[src/rtl/core/sorted_priority_queue_core_macros.svh]
// Assertion macros for the sorted priority queue core.
// Included by RTL files that carry concurrent checks; expects clk_i and rst_ni in scope.
`ifndef SORTED_PRIORITY_QUEUE_CORE_MACROS_SVH
`define SORTED_PRIORITY_QUEUE_CORE_MACROS_SVH

// Plain property, sampled on clk_i, off during reset.
`define SPQ_ASSERT(label, prop, msg) \
  label: assert property (@(posedge clk_i) disable iff (!rst_ni) (prop)) else $error(msg);

// Same-cycle implication.
`define SPQ_ASSERT_IMP(label, ante, cons, msg) \
  label: assert property (@(posedge clk_i) disable iff (!rst_ni) (ante) |-> (cons)) \
    else $error(msg);

// Next-cycle implication.
`define SPQ_ASSERT_NXT(label, ante, cons, msg) \
  label: assert property (@(posedge clk_i) disable iff (!rst_ni) (ante) |=> (cons)) \
    else $error(msg);

`endif

[src/rtl/core/spq_pkg.sv]
// Shared types for the sorted priority queue core.
// No dependencies; imported by spq_cell, sorted_priority_queue_core and the bench.
package spq_pkg;

  localparam int unsigned DataW = 32;
  localparam int unsigned CountOutW = 5;

  typedef enum logic [1:0] {
    MODE_ENQ  = 2'd0,
    MODE_DEQ  = 2'd1,
    MODE_PEEK = 2'd2,
    MODE_NOP  = 2'd3
  } spq_mode_e;

  typedef struct packed {
    logic signed [DataW-1:0] value;
    logic signed [DataW-1:0] prio;
  } spq_entry_t;

  // Per-cycle command broadcast to every cell.
  typedef struct packed {
    logic enq;
    logic deq;
  } spq_cmd_t;

endpackage

[src/rtl/core/sorted_priority_queue_core.sv]
// Sorted priority queue: one command (enqueue, dequeue, peek, no-op) per clock, built as a chain
// of cells that all compare against the incoming priority at once. A command is taken
// when start_i is high; busy_o is always low, so a new command may come every cycle.
// Each command gives exactly one result, shown on the result ports with done_o as a one-cycle
// strobe in the cycle after the command; the receiver cannot stall it. The result is taken
// from the head cell into the result registers. Ties leave in arrival order.
// Depends on spq_pkg, spq_cell and sorted_priority_queue_core_macros.svh.
`include "sorted_priority_queue_core_macros.svh"

module sorted_priority_queue_core import spq_pkg::*; #(
  parameter int unsigned CAPACITY = 16
) (
  input  logic                        clk_i,
  input  logic                        rst_ni,
  input  logic                        start_i,
  output logic                        busy_o,
  input  logic [1:0]                  mode_i,
  input  logic signed [DataW-1:0]     in_value_i,
  input  logic signed [DataW-1:0]     in_priority_i,
  output logic                        done_o,
  output logic signed [DataW-1:0]     out_value_o,
  output logic signed [DataW-1:0]     out_priority_o,
  output logic [CountOutW-1:0]        entry_count_o,
  output logic                        empty_error_o,
  output logic                        full_error_o
);

  localparam int unsigned CntW = $clog2(CAPACITY + 1);

  logic            accept;
  spq_mode_e       mode;
  spq_entry_t      new_entry;
  spq_cmd_t        cmd;
  spq_entry_t      cell_q [CAPACITY];
  logic            keep   [CAPACITY];
  logic [CntW-1:0] count_q, count_d;
  logic            is_empty, is_full;

  logic                    done_q;
  logic signed [DataW-1:0] value_q, value_d;
  logic signed [DataW-1:0] prio_q, prio_d;
  logic                    empty_err_q, empty_err_d;
  logic                    full_err_q, full_err_d;
  logic [CntW+CountOutW-1:0] count_wide;

  assign busy_o    = 1'b0;
  assign accept    = start_i && !busy_o;
  assign mode      = spq_mode_e'(mode_i);
  assign new_entry = '{value: in_value_i, prio: in_priority_i};
  assign is_empty  = (count_q == '0);
  assign is_full   = (count_q >= CntW'(CAPACITY));

  always_comb begin
    cmd         = '0;
    count_d     = count_q;
    value_d     = '0;
    prio_d      = '0;
    empty_err_d = 1'b0;
    full_err_d  = 1'b0;
    if (accept) begin
      case (mode)
        MODE_ENQ: begin
          if (is_full) begin
            full_err_d = 1'b1;
          end else begin
            cmd.enq = 1'b1;
            count_d = count_q + CntW'(1);
          end
        end
        MODE_DEQ, MODE_PEEK: begin
          if (is_empty) begin
            empty_err_d = 1'b1;
          end else begin
            value_d = cell_q[0].value;
            prio_d  = cell_q[0].prio;
            if (mode == MODE_DEQ) begin
              cmd.deq = 1'b1;
              count_d = count_q - CntW'(1);
            end
          end
        end
        default: begin
        end
      endcase
    end
  end

  for (genvar i = 0; i < CAPACITY; i++) begin : g_cell
    spq_entry_t left, right;
    logic       left_keep;
    if (i == 0) begin : g_head
      assign left      = new_entry;
      assign left_keep = 1'b1;
    end else begin : g_body
      assign left      = cell_q[i-1];
      assign left_keep = keep[i-1];
    end
    if (i == CAPACITY - 1) begin : g_tail
      assign right = cell_q[i];
    end else begin : g_mid
      assign right = cell_q[i+1];
    end

    spq_cell u_cell (
      .clk_i       (clk_i),
      .cmd_i       (cmd),
      .new_i       (new_entry),
      .left_i      (left),
      .left_keep_i (left_keep),
      .right_i     (right),
      .valid_i     (count_q > CntW'(i)),
      .entry_o     (cell_q[i]),
      .keep_o      (keep[i])
    );
  end

  always_ff @(posedge clk_i or negedge rst_ni) begin
    if (!rst_ni) begin
      count_q <= '0;
      done_q  <= 1'b0;
    end else begin
      count_q <= count_d;
      done_q  <= accept;
    end
  end

  always_ff @(posedge clk_i) begin
    value_q     <= value_d;
    prio_q      <= prio_d;
    empty_err_q <= empty_err_d;
    full_err_q  <= full_err_d;
  end

  // Count reported modulo 32.
  assign count_wide     = {{CountOutW{1'b0}}, count_q};
  assign done_o         = done_q;
  assign out_value_o    = value_q;
  assign out_priority_o = prio_q;
  assign entry_count_o  = count_wide[CountOutW-1:0];
  assign empty_error_o  = empty_err_q;
  assign full_error_o   = full_err_q;

  `SPQ_ASSERT(a_count_max, count_q <= CntW'(CAPACITY), "occupancy above capacity")
  `SPQ_ASSERT_NXT(a_done_follows, accept, done_o, "result strobe missing after transfer")
  `SPQ_ASSERT_IMP(a_err_excl, done_o, !(empty_error_o && full_error_o), "both error flags set")
  `SPQ_ASSERT_IMP(a_empty_cnt, done_o && empty_error_o, count_q == '0, "empty error with entries")
  `SPQ_ASSERT_IMP(a_head_sorted, count_q >= CntW'(2), cell_q[0].prio >= cell_q[1].prio,
                  "head outranked by second entry")

endmodule

[src/rtl/core/spq_cell.sv]
// One slot of the systolic sorted list: holds an entry and shifts with its neighbors.
// Depends on spq_pkg.
module spq_cell import spq_pkg::*; (
  input  logic       clk_i,
  input  spq_cmd_t   cmd_i,
  input  spq_entry_t new_i,
  input  spq_entry_t left_i,
  input  logic       left_keep_i,
  input  spq_entry_t right_i,
  input  logic       valid_i,
  output spq_entry_t entry_o,
  output logic       keep_o
);

  spq_entry_t entry_q, entry_d;

  // Entry stays put on insert when it ranks equal or above the new one.
  assign keep_o = valid_i && (entry_q.prio >= new_i.prio);

  always_comb begin
    entry_d = entry_q;
    if (cmd_i.enq) begin
      if (!keep_o) begin
        entry_d = left_keep_i ? new_i : left_i;
      end
    end else if (cmd_i.deq) begin
      entry_d = right_i;
    end
  end

  always_ff @(posedge clk_i) begin
    entry_q <= entry_d;
  end

  assign entry_o = entry_q;

endmodule

[config.mk]
export PLATFORM = sky130hd
export DESIGN_NAME = sorted_priority_queue_core
export DESIGN_NICKNAME = d
export VERILOG_FILES = /design/src/rtl/core/spq_pkg.sv /design/src/rtl/core/sorted_priority_queue_core.sv /design/src/rtl/core/spq_cell.sv
export VERILOG_INCLUDE_DIRS = /design/src /design/src/rtl/core
export SDC_FILE = /design/constraint.sdc
export NUM_CORES = 2
export LEC_CHECK = 0
export ABC_CLOCK_PERIOD_IN_PS = 18100
export BUFFER_PORTS_ARGS = -buffer_cell sky130_fd_sc_hd__clkbuf_2
export CAP_MARGIN = 20
export CORE_ASPECT_RATIO = 1.25
export CORE_UTILIZATION = 30
export CTS_CLUSTER_SIZE = 40
export DETAILED_ROUTE_END_ITERATION = 8
export PLACE_DENSITY = 0.43
export SKIP_CTS_REPAIR_TIMING = 1
export SYNTH_ARGS = -nofsm -noshare
export SYNTH_HDL_FRONTEND = slang
export SYNTH_SLANG_ARGS = --single-unit
[constraint.sdc]
create_clock -name clk_i -period 18.1 [get_ports clk_i]
set_input_delay 3.62 -clock clk_i [delete_from_list [all_inputs] [get_ports clk_i]]
set_output_delay 3.62 -clock clk_i [all_outputs]
set_load 0.1 [all_outputs]
==> results by group <==
Outcome
  • Outcome: complete, no violations

Worst setup path
  • CP endpoint kind: flop
  • Kind of critical path: in2reg
  • Crit start category: input port
  • Crit path required time: 18510 ps
  • Crit path max fanout: 40
  • Critical Path AT: 9130 ps

Yosys
  • Yosys top cell by area: edfxtp_1
  • Syn nets: 6520
  • Dominant cells by area after synthesis: edfxtp_1 (48%), ha_1 (10%), mux2i_1 (9.4%)
  • Post-synthesis register bit count: 1096
  • Yosys warns: 0
  • Post-Syn Instances: 5933
  • Mapped cell area: 0.0644 mm^2
  • Sequential element share of the synthesized area: 50.1%
  • Synth top area share: 47.8%
  • Yosys cell types: 83
  • Number of synthesized flops with an enable pin: 1024
  • Ys async rst share: 0.547%
  • Mean Syn Cell Area: 10.8 um^2
  • Main synth FF type: edfxtp_1

GRT
  • Pin count of the biggest net entering global routing: 259
  • Antenna violations before repair: 21
  • Global route overflow: 0
  • Gr usage total: 22.3%
  • Vias in the first global route: 47800
  • First-pass GRT wire length: 352000 um

CTS
  • Clock Path Buffers: 3
  • Clock sinks: 1096
  • H-tree depth: 4
  • TritonCTS Buffers: 132
  • Clk slew on worst S/H paths: 60 ps
  • CTS tree: built
  • Root Buffer Master: clkbuf_16
  • Clk Latency, worst-skew pair: 810 ps

Detailed routing
  • Remaining DRCs: 0
  • Vias after detailed routing: 48200
  • TritonRoute pass-1 iters: 5
  • Routed vias/inst: 5.51
  • Routed Antenna Nets: 0
  • DRT Wirelength: 246000 um
  • WL/cell: 28.1 um
  • Drt first-iter violations: 3741

Finish
  • Final Non-Filler Cells: 8759
  • Final core occ: 33.8%
  • Area delta synth->final: 11.8%
  • Layout cells sized above 1: 8.48%
  • Nets@finish: 6460

Timing
  • Final number of max-transition violations: 0
  • Final min period: 8720 ps
  • RSZ-0062 raised after global routing: no
  • Setup-failing EPs final: 0
  • Setup TNS: 0 ps
  • Fmax: 115 MHz
  • Slew HR: 7.69%
  • Final hold violations: 0
  • Worst Setup Slack, final: 9380 ps
  • Setup Skew: 33.3 ps
  • Worst hold slack: 471 ps
  • Final Cycle Share: 48.2%
  • Slew of the pin with the lowest slew margin: 1380 ps

Power
  • Pwr Density: 119 mW/mm^2
  • Worst-case vdd ir drop: 108 uV
  • Leakage: 28.9 nW

Floorplan
  • Num rows: 189
  • Die area: 0.216 mm^2
  • DIE HEIGHT: 520 um
  • Die W: 416 um
  • Core area: 0.213 mm^2
  • Initial Util: 30.3%
  • Boundary Pins: 142

Place
  • Routability cong.: 0.908
  • Pre-CTS setup slack: 8760 ps
  • Post-detail-place hpwl: 158000 um
  • Inst Count DP: 8508
  • IO buf count: 140

Hold path
  • Min-delay worst type: reg2reg

Job
  • Max-cap violations: 0
## flip-flops by register name, summed over array words and instances (netlist names)
name and count:
full_error_o 1, g_cell.u_cell.entry_o 1024, out_value_o 32, empty_error_o 1
done_o 1, entry_count_o 5, out_priority_o 32
## final timing paths
check                                               from                       endpoint  slack [ps]  cells past startpoint
max                                    in_priority_i[30]  g_cell[14].u_cell.entry_o[58]        9380                     12
max reg2reg                g_cell[14].u_cell.entry_o[30]  g_cell[14].u_cell.entry_o[58]       12610                     10
max in group asynchronous                         rst_ni               entry_count_o[4]       15160                      1
min reg2reg                 g_cell[0].u_cell.entry_o[32]                 out_value_o[0]         470                      1
min                         g_cell[0].u_cell.entry_o[32]                 out_value_o[0]         470                      1
min in group asynchronous                         rst_ni               entry_count_o[3]        2700                      1
## placed cells by master (no fill, tap or decap), drive strengths merged, types with 16 or more instances in the layout
cell and n:
a21o 103, a21oi 300, a221o 291, and2 101, buf 90, clkbuf 321
clkinv 47, dfxtp 66, edfxtp 1024, ha 518, inv 81, mux2 65
mux2i 606, nand2 934, nand3 55, nand4 100, nor2 422, nor2b 16
nor3 24, nor4 18, o211ai 20, o21ai 615
## stage by stage
step           instance area [um^2]  total power, mW
2_1_floorplan                 64400             5.04
3_3_place_gp                  67600             5.92
3_5_place_dp                  67600             5.94
4_1_cts                       71900             8.69
5_1_grt                       71900             8.95
6_report                      71900             8.59
## cell usage after synthesis, types with 44 or more instances
cell type and instances:
a221o_1 291, ha_1 518, mux2_2 44, buf_2 85, nor2_1 419, dfxtp_1 66
and2_1 101, edfxtp_1 1024, nand3_1 55, o21ai_0 474, o21ai_1 140, inv_1 74
nand2_1 934, mux2i_1 606, nand4_1 100, clkbuf_1 248, a21o_1 103, a21oi_1 300
## where the power goes
| part | internal [mW] | total (mW) | switching [mW] |
|---|---|---|---|
| Sequential | 3.13 | 3.33 | 0.199 |
| Clock | 1.53 | 2.71 | 1.18 |
| Combinational | 0.810 | 2.55 | 1.74 |
| Total | 5.47 | 8.59 | 3.12 |
## layer usage
metal,global-route usage [%],part of all wire (%)
met5,0,0.015
met4,10.3,4.6
met3,2.58,3.8
met2,38.1,49
met1,28.0,42
## worst max-delay path, cell delays in order
cell and delay (ps):
clkbuf_2 290, inv_1 420, ha_1 460, nand3_1 180
or3_1 500, or2_1 360, o22ai_1 440, o21ai_0 400
nand3b_1 240, buf_4 690, a21bo_4 610, buf_4 800
## kinds of logic after synthesis
logic type / share of synthesized area, %
other cells: 0.00583
compound gates: 14.3
mux: 10.6
fa+ha+maj: 10.1
simple gates: 11.4
xor+xnor: 0.0681
flops: 50.1
buf+inv: 3.51
## layout make-up
cell class	instances	area [um^2]
antenna	8	20.0
clock buffer	181	3650
clock inverter	62	636
fill	21300	141000
inverter	76	285
multi-input combinational	4337	30200
sequential	1096	32200
tap	2769	3460
timing repair buffer	230	1480
No activity file was read; power rests on OpenSTA's default activity.
